**config.mk**
```make
export PLATFORM = sky130hd
export DESIGN_NAME = circular_ticket_queue_unit
export DESIGN_NICKNAME = d
export VERILOG_FILES = /design/src/hw/rtl/ctq_pkg.sv /design/src/hw/rtl/ctq_ram.sv /design/src/hw/rtl/ctq_ctrl.sv /design/src/hw/rtl/circular_ticket_queue_unit.sv
export VERILOG_INCLUDE_DIRS = /design/src /design/src/hw/rtl
export SDC_FILE = /design/constraint.sdc
export NUM_CORES = 1
export LEC_CHECK = 0
export ABC_AREA = 1
export BUFFER_PORTS_ARGS = -buffer_cell sky130_fd_sc_hd__buf_2
export CORE_MARGIN = 10
export CORE_UTILIZATION = 34
export CTS_CLUSTER_SIZE = 40
export DETAILED_ROUTE_END_ITERATION = 10
export GPL_TIMING_DRIVEN = 0
export HOLD_SLACK_MARGIN = 0.06
export SYNTH_ARGS = -nofsm -noshare
export SYNTH_HDL_FRONTEND = slang
export SYNTH_SLANG_ARGS = --single-unit
```
**constraint.sdc**
```tcl
create_clock -name clock -period 3.9 [get_ports clock]
set_clock_uncertainty 0.1 [all_clocks]
set_input_delay 0 -clock clock [delete_from_list [all_inputs] [get_ports clock]]
set_output_delay 0 -clock clock [all_outputs]
set_load 0.01 [all_outputs]
```
**src/hw/rtl/circular_ticket_queue_unit_assert.svh**
```systemverilog
// Assertion macros for the ticket queue RTL.
`ifndef CIRCULAR_TICKET_QUEUE_UNIT_ASSERT_SVH
`define CIRCULAR_TICKET_QUEUE_UNIT_ASSERT_SVH

// The consequent must hold in the same cycle as the antecedent.
`define CTQ_ASSERT_SAME(label, clk, rst, ante, cons, msg) \
   label: assert property (@(posedge clk) disable iff (rst) (ante) |-> (cons)) \
      else $error(msg);

// The consequent must hold in the cycle after the antecedent.
`define CTQ_ASSERT_NEXT(label, clk, rst, ante, cons, msg) \
   label: assert property (@(posedge clk) disable iff (rst) (ante) |=> (cons)) \
      else $error(msg);

`endif

```
**src/hw/rtl/ctq_pkg.sv**
```systemverilog
package ctq_pkg;

   localparam int DEF_QUEUE_DEPTH  = 16;
   localparam int DEF_TICKET_WIDTH = 32;

   // Operation codes; codes five to seven do nothing.
   localparam logic [2:0] OP_ENQUEUE = 3'd0;
   localparam logic [2:0] OP_SERVE   = 3'd1;
   localparam logic [2:0] OP_REMOVE  = 3'd2;
   localparam logic [2:0] OP_PEEK    = 3'd3;
   localparam logic [2:0] OP_CLEAR   = 3'd4;

   // Result status codes.
   localparam logic [1:0] STATUS_OK     = 2'd0;
   localparam logic [1:0] STATUS_FULL   = 2'd1;
   localparam logic [1:0] STATUS_EMPTY  = 2'd2;
   localparam logic [1:0] STATUS_BADPOS = 2'd3;

   typedef struct packed {
      logic [2:0]  opcode;
      logic [31:0] ticket_in;
      logic [3:0]  position;
   } req_type;

   typedef struct packed {
      logic [1:0]  status;
      logic [31:0] ticket_out;
      logic [4:0]  queue_length;
   } rsp_type;

endpackage

```
**src/hw/rtl/ctq_ram.sv**
```systemverilog
module ctq_ram
   import ctq_pkg::*;
#(
   parameter int Depth = DEF_QUEUE_DEPTH,
   parameter int Width = DEF_TICKET_WIDTH
) (
   input  logic                     clock,
   input  logic                     wr_en,
   input  logic [$clog2(Depth)-1:0] wr_addr,
   input  logic [Width-1:0]         wr_data,
   input  logic                     rd_en,
   input  logic [$clog2(Depth)-1:0] rd_addr,
   output logic [Width-1:0]         rd_data
);

   logic [Width-1:0] store_ff [Depth];
   logic [Width-1:0] rd_data_ff;

   // A read of the entry written in the same cycle returns the old contents.
   always_ff @(posedge clock) begin
      if (wr_en) begin
         store_ff[wr_addr] <= wr_data;
      end
      if (rd_en) begin
         rd_data_ff <= store_ff[rd_addr];
      end
   end

   assign rd_data = rd_data_ff;

endmodule

```
**src/hw/rtl/ctq_ctrl.sv**
```systemverilog
module ctq_ctrl
   import ctq_pkg::*;
#(
   parameter int QueueDepth  = DEF_QUEUE_DEPTH,
   parameter int TicketWidth = DEF_TICKET_WIDTH
) (
   input  logic                          clock,
   input  logic                          reset,
   input  logic                          req_valid,
   input  req_type                       req_data,
   output logic                          idle,
   output logic                          res_valid,
   output rsp_type                       res_data,
   input  logic                          res_take,
   output logic                          mem_wr_en,
   output logic [$clog2(QueueDepth)-1:0] mem_wr_addr,
   output logic [TicketWidth-1:0]        mem_wr_data,
   output logic                          mem_rd_en,
   output logic [$clog2(QueueDepth)-1:0] mem_rd_addr,
   input  logic [TicketWidth-1:0]        mem_rd_data
);

   localparam int IdxW = $clog2(QueueDepth);
   localparam int CntW = $clog2(QueueDepth + 1);
   localparam int CmpW = (CntW > 4) ? CntW : 4;
   localparam int SumW = CmpW + 1;

   typedef enum logic [3:0] {
      S_IDLE  = 4'b0001,
      S_READ  = 4'b0010,
      S_SHIFT = 4'b0100,
      S_DONE  = 4'b1000
   } state_type;

   state_type       state_ff, state_in;
   logic [IdxW-1:0] head_ff, head_in;
   logic [IdxW-1:0] tail_ff, tail_in;
   logic [CntW-1:0] count_ff, count_in;
   logic [IdxW-1:0] slot_ff, slot_in;
   logic [IdxW-1:0] src_ff, src_in;
   logic [CntW-1:0] moves_ff, moves_in;
   rsp_type         res_ff, res_in;

   logic            full;
   logic            empty;
   logic [CmpW-1:0] count_wide;
   logic [CmpW-1:0] pos_wide;
   logic            pos_ok;
   logic [SumW-1:0] pos_sum;
   logic [SumW-1:0] pos_wrap;
   logic [IdxW-1:0] rm_slot;
   logic [CntW-1:0] rm_moves;

   function automatic logic [IdxW-1:0] next_idx(input logic [IdxW-1:0] i);
      return (i == IdxW'(QueueDepth - 1)) ? '0 : i + IdxW'(1);
   endfunction

   function automatic logic [IdxW-1:0] prev_idx(input logic [IdxW-1:0] i);
      return (i == '0) ? IdxW'(QueueDepth - 1) : i - IdxW'(1);
   endfunction

   assign full       = (count_ff == CntW'(QueueDepth));
   assign empty      = (count_ff == '0);
   assign count_wide = CmpW'(count_ff);
   assign pos_wide   = CmpW'(req_data.position);
   assign pos_ok     = (pos_wide < count_wide);

   // Slot of the removed entry: head plus position stays below twice the depth.
   assign pos_sum  = SumW'(head_ff) + SumW'(req_data.position);
   assign pos_wrap = (pos_sum >= SumW'(QueueDepth)) ? pos_sum - SumW'(QueueDepth) : pos_sum;
   assign rm_slot  = IdxW'(pos_wrap);
   assign rm_moves = CntW'(count_wide - pos_wide - CmpW'(1));

   always_comb begin
      state_in    = state_ff;
      head_in     = head_ff;
      tail_in     = tail_ff;
      count_in    = count_ff;
      slot_in     = slot_ff;
      src_in      = src_ff;
      moves_in    = moves_ff;
      res_in      = res_ff;
      mem_wr_en   = 1'b0;
      mem_wr_addr = next_idx(tail_ff);
      mem_wr_data = TicketWidth'(req_data.ticket_in);
      mem_rd_en   = 1'b0;
      mem_rd_addr = head_ff;

      unique case (state_ff)
         S_IDLE: begin
            if (req_valid) begin
               res_in.status     = STATUS_OK;
               res_in.ticket_out = '0;
               state_in          = S_DONE;
               unique case (req_data.opcode)
                  OP_ENQUEUE: begin
                     if (full) begin
                        res_in.status = STATUS_FULL;
                     end else begin
                        mem_wr_en = 1'b1;
                        tail_in   = next_idx(tail_ff);
                        count_in  = count_ff + CntW'(1);
                     end
                  end
                  OP_SERVE: begin
                     if (empty) begin
                        res_in.status = STATUS_EMPTY;
                     end else begin
                        mem_rd_en   = 1'b1;
                        mem_rd_addr = head_ff;
                        head_in     = next_idx(head_ff);
                        count_in    = count_ff - CntW'(1);
                        state_in    = S_READ;
                     end
                  end
                  OP_REMOVE: begin
                     if (!pos_ok) begin
                        res_in.status = STATUS_BADPOS;
                     end else begin
                        tail_in  = prev_idx(tail_ff);
                        count_in = count_ff - CntW'(1);
                        if (rm_moves != '0) begin
                           mem_rd_en   = 1'b1;
                           mem_rd_addr = next_idx(rm_slot);
                           slot_in     = rm_slot;
                           src_in      = next_idx(rm_slot);
                           moves_in    = rm_moves;
                           state_in    = S_SHIFT;
                        end
                     end
                  end
                  OP_PEEK: begin
                     if (empty) begin
                        res_in.status = STATUS_EMPTY;
                     end else begin
                        mem_rd_en   = 1'b1;
                        mem_rd_addr = tail_ff;
                        state_in    = S_READ;
                     end
                  end
                  OP_CLEAR: begin
                     head_in  = '0;
                     tail_in  = IdxW'(QueueDepth - 1);
                     count_in = '0;
                  end
                  default: begin
                  end
               endcase
               res_in.queue_length = 5'(count_in);
            end
         end
         S_READ: begin
            res_in.ticket_out = 32'(mem_rd_data);
            state_in          = S_DONE;
         end
         S_SHIFT: begin
            // Entry read last cycle moves one slot toward the head.
            mem_wr_en   = 1'b1;
            mem_wr_addr = slot_ff;
            mem_wr_data = mem_rd_data;
            slot_in     = src_ff;
            src_in      = next_idx(src_ff);
            moves_in    = moves_ff - CntW'(1);
            if (moves_ff == CntW'(1)) begin
               state_in = S_DONE;
            end else begin
               mem_rd_en   = 1'b1;
               mem_rd_addr = next_idx(src_ff);
            end
         end
         S_DONE: begin
            if (res_take) begin
               state_in = S_IDLE;
            end
         end
         default: begin
            state_in = S_IDLE;
         end
      endcase
   end

   always_ff @(posedge clock) begin
      if (reset) begin
         state_ff <= S_IDLE;
         head_ff  <= '0;
         tail_ff  <= IdxW'(QueueDepth - 1);
         count_ff <= '0;
      end else begin
         state_ff <= state_in;
         head_ff  <= head_in;
         tail_ff  <= tail_in;
         count_ff <= count_in;
      end
   end

   always_ff @(posedge clock) begin
      slot_ff  <= slot_in;
      src_ff   <= src_in;
      moves_ff <= moves_in;
      res_ff   <= res_in;
   end

   assign idle      = (state_ff == S_IDLE);
   assign res_valid = (state_ff == S_DONE);
   assign res_data  = res_ff;

endmodule

```
**src/hw/rtl/circular_ticket_queue_unit.sv**
```systemverilog
// Channel   Direction  Ports                             Payload
// request   in         req_valid, req_stall, req_data    req_type (opcode, ticket, position)
// response  out        rsp_valid, rsp_stall, rsp_data    rsp_type (status, ticket, length)
//
// Items are handled one at a time. Enqueue, clear, refusals and unused codes go
// straight to the done state; serve and peek first pass a read state for the
// synchronous ticket memory read, and a removal shifts each later entry, one per step.
// Reset is synchronous and active high; it empties the queue but leaves the
// ticket memory as it is. A stalled response waits in the output register while
// the next item is already accepted and worked on.
`include "circular_ticket_queue_unit_assert.svh"

module circular_ticket_queue_unit
   import ctq_pkg::*;
#(
   parameter int QueueDepth  = DEF_QUEUE_DEPTH,
   parameter int TicketWidth = DEF_TICKET_WIDTH
) (
   input  logic    clock,
   input  logic    reset,
   input  logic    req_valid,
   output logic    req_stall,
   input  req_type req_data,
   output logic    rsp_valid,
   input  logic    rsp_stall,
   output rsp_type rsp_data
);

   localparam int IdxW = $clog2(QueueDepth);

   logic                   ctrl_idle;
   logic                   res_valid;
   rsp_type                res_data;
   logic                   res_take;
   logic                   mem_wr_en;
   logic [IdxW-1:0]        mem_wr_addr;
   logic [TicketWidth-1:0] mem_wr_data;
   logic                   mem_rd_en;
   logic [IdxW-1:0]        mem_rd_addr;
   logic [TicketWidth-1:0] mem_rd_data;

   logic    rsp_valid_ff, rsp_valid_in;
   rsp_type rsp_data_ff;

   // The sequencer owns the head, tail and count and drives the memory port.
   ctq_ctrl #(
      .QueueDepth  (QueueDepth),
      .TicketWidth (TicketWidth)
   ) u_ctrl (
      .clock       (clock),
      .reset       (reset),
      .req_valid   (req_valid),
      .req_data    (req_data),
      .idle        (ctrl_idle),
      .res_valid   (res_valid),
      .res_data    (res_data),
      .res_take    (res_take),
      .mem_wr_en   (mem_wr_en),
      .mem_wr_addr (mem_wr_addr),
      .mem_wr_data (mem_wr_data),
      .mem_rd_en   (mem_rd_en),
      .mem_rd_addr (mem_rd_addr),
      .mem_rd_data (mem_rd_data)
   );

   // Ticket storage: one write and one registered read per cycle.
   ctq_ram #(
      .Depth (QueueDepth),
      .Width (TicketWidth)
   ) u_ram (
      .clock   (clock),
      .wr_en   (mem_wr_en),
      .wr_addr (mem_wr_addr),
      .wr_data (mem_wr_data),
      .rd_en   (mem_rd_en),
      .rd_addr (mem_rd_addr),
      .rd_data (mem_rd_data)
   );

   // A new item is taken only when the sequencer is free.
   assign req_stall = !ctrl_idle;

   // The output register loads a finished result whenever it is empty or draining.
   assign res_take = res_valid && (!rsp_valid_ff || !rsp_stall);

   always_comb begin
      rsp_valid_in = rsp_valid_ff;
      if (res_take) begin
         rsp_valid_in = 1'b1;
      end else if (!rsp_stall) begin
         rsp_valid_in = 1'b0;
      end
   end

   always_ff @(posedge clock) begin
      if (reset) begin
         rsp_valid_ff <= 1'b0;
      end else begin
         rsp_valid_ff <= rsp_valid_in;
      end
   end

   always_ff @(posedge clock) begin
      if (res_take) begin
         rsp_data_ff <= res_data;
      end
   end

   assign rsp_valid = rsp_valid_ff;
   assign rsp_data  = rsp_data_ff;

   // An accepted item keeps the sequencer busy for at least the next cycle.
   `CTQ_ASSERT_NEXT(a_accept_busy, clock, reset, req_valid && !req_stall, req_stall,
                    "accepted item did not occupy the sequencer")
   // A finished result meeting an empty output register must be presented next cycle.
   `CTQ_ASSERT_NEXT(a_result_loaded, clock, reset, res_valid && !rsp_valid_ff, rsp_valid,
                    "finished result was not loaded into the output register")
   // A refused enqueue reports a full queue.
   `CTQ_ASSERT_SAME(a_full_length, clock, reset,
                    rsp_valid && (rsp_data.status == STATUS_FULL),
                    rsp_data.queue_length == 5'(QueueDepth),
                    "full status with a length other than the depth")
   // An empty report carries no ticket and a zero length.
   `CTQ_ASSERT_SAME(a_empty_result, clock, reset,
                    rsp_valid && (rsp_data.status == STATUS_EMPTY),
                    (rsp_data.queue_length == '0) && (rsp_data.ticket_out == '0),
                    "empty status with a ticket or a non-zero length")

endmodule

```
==> flow_summary.toml, run 1 <==
[timing]
finalSetupViolations = 0
final_max_slew_viol_count = 0
post-route-period-util_pct = 96.24
timing.final.ws_setup_ps = 146.6
worst_slew_margin_rel_pct = 31.08
hold_violations = 0
fin_crit_ps = 3753
tightest_slew_ps = 1034
rsz0062_at_grt = "false"
max_freq_mhz = 266.4

[power_and_ir_drop]
power.density_mw_per_mm2 = 615.3
peakVddDrop_mv = 0.3242
p_leak_nw = 14.23
power.total_mw = 21.32

[logic_synthesis]
synth_cells = 2714
yosys.area.top_type_share_pct = 65.99
ys_seq_elements = 653
netlist_top_cells_area = "edfxtp_1 66%, nand3_1 11%, nand2_1 7.8%, inv_1 5.1%, o21ai_0 1.4%"
syn_nets = 2779
ys.flop_type = "edfxtp_1"
ys_top_cells_by_count = "635 x edfxtp_1, 607 x nand3_1, 597 x nand2_1, 392 x inv_1, 87 x nor2_1"
ys_seq_area_share_pct = 67.24
async_reset_ff_share_pct = 0
synthesis.area_mm2 = 0.02889
yosys_warnings = 0
synth_top_cell_by_area = "edfxtp_1"
synth_edf_count = 635
yosys.cell_count.top_type = "edfxtp_1"
synth_cell_types = 42
synth_area_per_cell_um2 = 10.65

[floorplan]
pin_count = 84
rows = 106
dieHeight_um = 311.5
core_mm2 = 0.08395
start_util_pct = 34.42
dieArea_mm2 = 0.09704
dieWidth_um = 311.5

[placed_design]
dp_slack_ps = -254.7
hpwlAfterDp_um = 56480
gp_congestion = 0.8491
numPortBuffers = 83

[global_route]
antenna_found_initial = 3
grt_max_degree = 25
grt.total_usage_pct = 16.49
grt.overflow.total = 0
first_global_vias = 19660
grt_pass1_wl_um = 122800

[cts]
cts_buffers = 71
cts_tree = "built"
cts.sinks = 653
ctsLongestPathBuffers = 3
cts-root-buf = "clkbuf_16"
htree_num_levels = 3
insertion_delay_ps = 620
clkTransAtPathRegs_ps = 60

[run_status]
status = "finished, final reports clean"

[cells_and_area]
drive_gt1_share_pct = 12.79
area_growth_pct = 19.94
n_fill_cell = 7913
nNetsFinal = 3048

[worst_setup_path]
cp-start-kind = "register"
critical_path_class = "register to register"
critPathCaptureType = "register"
worst_ep_arrival_time_ps = 4010
crit_path_start = "u_ctrl.state_ff[3]"
crit_fanout = 10
required_ps = 4160
regToRegStartpoint = "u_ctrl.state_ff[3]"

[detailed_routing]
wl_um = 81890
antenna_left = 0
num_vias = 20370
first_pass_iters = 8
route.detailed.drc = 0
wl_per_cell_um = 19.64
viasPerCell = 4.885
drt_first_iter_violations = 2008

[hold_path]
hp-class = "input port to register"
min_from = "reset"

[flow_run]
drv_cap = 0
layer usage:
layer / share of wire [%] / global-route usage, %
met4: 2.8 / 5.945
met2: 47 / 26.63
met3: 6.7 / 2.653
met1: 43 / 22.19
met5: 0 / 0
repair_timing:
action	4_1_cts	5_1_grt
gates resized for setup	2	22
hold buffers	47	0
setup endpoints to repair	419	147
buffers inserted	11	4
endpoints found under the hold margin	448	0
pin swaps	10	3
final timing paths:
kind	endpoint	slack, ps	depth (start not counted)
hold reg to reg	rsp_data[18]	320	0
hold / removal	u_ctrl.count_ff[4]	180	5
setup reg to reg	u_ram.rd_data[6]	150	10
setup / recovery	u_ram.rd_data[6]	150	10
critical path: stages (launching register included):
cell and delay [ps]:
dfxtp_1 350, nor4_4 500, nor2_2 130, nand2_1 370
clkdlybuf4s15_1 950, buf_1 510, nand3_1 150, nand3_1 140
nand3_1 90, nand3_1 110, nand2_1 90
layout by cell type, fill, tap and decap left out, types with 7 or more instances in the layout:
cell,instances
o21ai_1,35
inv_2,9
a21oi_1,26
ha_1,20
o21ai_0,47
buf_4,54
nor3_1,10
clkbuf_16,72
buf_1,11
nor2_4,20
nand3_1,606
clkbuf_4,9
buf_12,24
dlygate4sd3_1,47
dfxtp_1,16
nand3b_1,33
nand2_1,596
clkbuf_1,48
edfxtp_1,635
buf_2,130
bufinv_16,9
inv_1,392
buf_6,25
clkinv_1,18
nor2_1,70
xor2_1,7
flip-flops by register name, indices dropped and copies added, names as in the netlist:
name             count
u_ctrl.count_ff      5
u_ram.store_ff     512
u_ctrl.slot_ff       4
u_ctrl.head_ff       4
u_ctrl.res_data     39
rsp_valid            1
u_ram.rd_data       32
u_ctrl.src_ff        4
u_ctrl.state_ff      4
u_ctrl.tail_ff       4
u_ctrl.moves_ff      5
rsp_data            39
cell families after synthesis:
| logic type | share of synthesized area [%] |
|---|---|
| AO/OA/AOI/OAI | 2.369 |
| XOR/XNOR | 0.3941 |
| adder cells (fa/ha/maj) | 1.005 |
| buffers and inverters | 8.063 |
| flip-flops | 67.24 |
| AND/OR/NAND/NOR | 20.93 |
where the power goes:
part	switching, mW	internal [mW]	total (mW)
registers	0.0697	8.05	8.12
logic	4.55	1.91	6.46
clock network	2.76	3.99	6.75
stage by stage:
step           setup TNS, ps  hold WS [ps]  cells  cell area (um2)  utilization [%]
3_3_place_gp        -1034640         213.2   3931            30730            36.60
3_5_place_dp          -55550         220.3   3982            31570            37.61
5_1_grt                    0         184.7   4169            34650            41.28
2_1_floorplan              0         45.18   2714            28890                -
4_1_cts                    0         120.5   4164            34560            41.17
6_report                   0         180.4   4170            34650            41.28
final cells by class:
class	instances	area, um2	area share (%)
diodes	2	5.005	0.01444
plain buffers	147	874.6	2.524
clock buffers	85	1851	5.340
clock inverters	39	454.2	1.311
inverters	401	1505	4.343
multi-input cells	1513	7281	21.01
flip-flops and latches	653	19430	56.07
well taps	1134	1419	4.094
repair buffers	196	1834	5.293
Note: power is estimated with default switching activity, not from simulation.
==> run 2: changes to the inputs <==
--- a/config.mk
+++ b/config.mk
@@ -8,12 +8,13 @@
 export LEC_CHECK = 0
 export ABC_AREA = 1
 export BUFFER_PORTS_ARGS = -buffer_cell sky130_fd_sc_hd__buf_2
-export CORE_MARGIN = 10
+export CORE_MARGIN = 5
 export CORE_UTILIZATION = 34
 export CTS_CLUSTER_SIZE = 40
 export DETAILED_ROUTE_END_ITERATION = 10
 export GPL_TIMING_DRIVEN = 0
-export HOLD_SLACK_MARGIN = 0.06
+export HOLD_SLACK_MARGIN = 0.08
 export SYNTH_ARGS = -nofsm -noshare
 export SYNTH_HDL_FRONTEND = slang
+export SYNTH_HIERARCHICAL = 1
 export SYNTH_SLANG_ARGS = --single-unit
==> flow_summary.toml, run 2 <==
[detailed_routing]
num_vias = 20050
first_pass_iters = 5
viasPerCell = 4.756
route.detailed.drc = 0
wl_per_cell_um = 19.10
wl_um = 80500
drt_first_iter_violations = 1957
antenna_left = 0

[logic_synthesis]
ys_seq_elements = 653
yosys_warnings = 6
ys.flop_type = "edfxtp_1"
synth_edf_count = 635
synth_top_cell_by_area = "edfxtp_1"
ys_top_cells_by_count = "818 x nand2_1, 635 x edfxtp_1, 491 x inv_1, 427 x nand3_1, 72 x nor2_1"
netlist_top_cells_area = "edfxtp_1 66%, nand2_1 11%, nand3_1 7.4%, inv_1 6.4%, dfxtp_1 1.2%"
syn_nets = 2850
synthesis.area_mm2 = 0.02902
synth_cells = 2784
yosys.area.top_type_share_pct = 65.72
synth_cell_types = 43
async_reset_ff_share_pct = 0
ys_seq_area_share_pct = 66.96
synth_area_per_cell_um2 = 10.42
yosys.cell_count.top_type = "nand2_1"

[worst_setup_path]
crit_fanout = 10
worst_ep_arrival_time_ps = 3990
critical_path_class = "register to register"
required_ps = 4160
cpPeakStageDelay_ps = 470
critPathCaptureType = "register"
crit_slowest_cell = "fa_1"
critPathTopFamily = "simple AND/OR/NAND/NOR gates"
cp-start-kind = "register"
crit_chain = "ha_1 -> fa_1 -> or2_2 -> nor2_1 -> nand3_2 -> nand2_2 -> nand3_1 -> nand3_1 -> nand2_1 -> nand2_1 -> buf_2 -> buf_2 -> nand3_1 -> nand3_1 -> nand2_1"
crit_top_cell = "nand3_1"
path_buf_inv = 2

[global_route]
grt_pass1_wl_um = 119500
grt.total_usage_pct = 17.41
first_global_vias = 19230
antenna_found_initial = 1
grt.overflow.total = 0
grt_max_degree = 25

[placed_design]
hpwlAfterDp_um = 53200
gp_congestion = 0.8537
dp_slack_ps = -278.0
numPortBuffers = 83
place_inst = 4050

[floorplan]
start_util_pct = 34.18
core_mm2 = 0.08488
pin_count = 84
dieHeight_um = 302.1
dieArea_mm2 = 0.09128
rows = 107
dieWidth_um = 302.1

[timing]
hold_violations = 0
timing.final.ws_setup_ps = 166.9
worst_slew_margin_rel_pct = 31.73
max_freq_mhz = 267.9
fin_crit_ps = 3733
tightest_slew_ps = 1017
finalSetupViolations = 0
rsz0062_at_grt = "false"
final_max_slew_viol_count = 0
post-route-period-util_pct = 95.72

[cells_and_area]
regMostFlops = "u_ram/store_ff"
layout_common_cells = "817 x nand2_1, 635 x edfxtp_1, 491 x inv_1, 426 x nand3_1, 120 x buf_2"
area_growth_pct = 18.40
n_fill_cell = 8123
final_common_cell = "nand2_1"
antenna_cells = 0
largest_register_ffs = 512
stdcell_count = 4215
nNetsFinal = 3084
drive_gt1_share_pct = 12.60

[power_and_ir_drop]
power.density_mw_per_mm2 = 547.8
p_leak_nw = 14.45
peakVddDrop_mv = 0.3600

[cts]
insertion_delay_ps = 620
clkTransAtPathRegs_ps = 60
htree_num_levels = 3
cts.sinks = 653
ctsLongestPathBuffers = 3
cts_tree = "built"
cts_buffers = 69
cts-root-buf = "clkbuf_16"

[flow_run]
drv_cap = 0

[run_status]
status = "finished, final reports clean"

[hold_path]
hp-class = "input port to register"
==> run 2: cell types whose count changed after synthesis, sizes merged, moves of 8 or more <==
cell,previous run,this run
inv,401,502
nor2,92,79
nand3,608,435
nand2,601,821
nand4,1,9
o21ai,83,74
nand3b,33,1
clkbuf,36,19
==> run 2: area by class of cell <==
type	count	area, um2	area share (%)
Timing Repair Buffer	164	1403	4.083
Tap cell	1144	1431	4.167
Clock inverter	41	488.0	1.420
Clock buffer	83	1800	5.241
Buffer	123	878.3	2.557
Inverter	504	1904	5.543
Multi-Input combinational cell	1503	7017	20.42
Sequential cell	653	19430	56.56
==> run 2: what timing repair did <==
action	CTS	global route
setup buffers	0	0
endpoints found under the hold margin	464	0
endpoints found under the setup margin	32	32
hold buffers	42	0
gates resized for setup	10	37
==> run 2: worst reg2reg max path, delay by kind of cell, from the launching register on <==
family	cells	cell delay [ps]
buffers and inverters	2	800
and+or+nand+nor	11	1520
adders and majority gates	2	690
DFF	1	380
==> run 2: metal layers <==
| metal | global-route usage, % | vias to the layer above | part of all wire [%] |
|---|---|---|---|
| met5 | 0 | - | 0 |
| met3 | 2.404 | 121 | 6.8 |
| met4 | 5.912 | 0 | 2.8 |
| met1 | 22.98 | 9632 | 42 |
| met2 | 29.68 | 749 | 48 |
| li1 | - | 9546 | - |
==> run 2: logic make-up (layout without fill, tap and decap cells) <==
| family | count (synthesis) | count (layout) | share of synthesized area, % |
|---|---|---|---|
| AND/OR/NAND/NOR | 1353 | 1353 | 19.99 |
| flip-flops | 653 | 653 | 66.96 |
| buffers and inverters | 628 | 915 | 9.336 |
| AO/OA/AOI/OAI | 110 | 110 | 2.156 |
| adder cells (fa/ha/maj) | 23 | 23 | 1.044 |
| XOR/XNOR | 17 | 17 | 0.5131 |
==> run 2: power by group <==
part	switching [mW]	internal [mW]
Combinational	2.73	1.21
Sequential	0.0928	8.09
Clock	2.78	3.92
==> run 2: path summary, 6_finish.rpt <==
kind | startpoint | endpoint | slack [ps] | depth (start not counted)
max | u_ctrl/count_ff[0] | u_ram/rd_data[18] | 170 | 15
min reg2reg | u_ctrl/res_data[6] | rsp_data[6] | 310 | 0
max reg2reg | u_ctrl/count_ff[0] | u_ram/rd_data[18] | 170 | 15
min | req_data[24] | u_ram/store_ff[0][20] | 40 | 3
==> run 2: per-stage QoR <==
step                hold slack (ps)  util (%)  area (um2)  TNS [ps]  power, mW
detailed placement            204.6     37.19       31570     -6578      12.17
global route                  82.11     40.47       34350         0      19.61
global placement              175.5     36.36       30860   -900970      12.03
floorplan                    -37.56         -       29020         0      10.72
CTS                           85.09     40.40       34290         0      18.93
finish                        36.12     40.47       34350         0      18.82
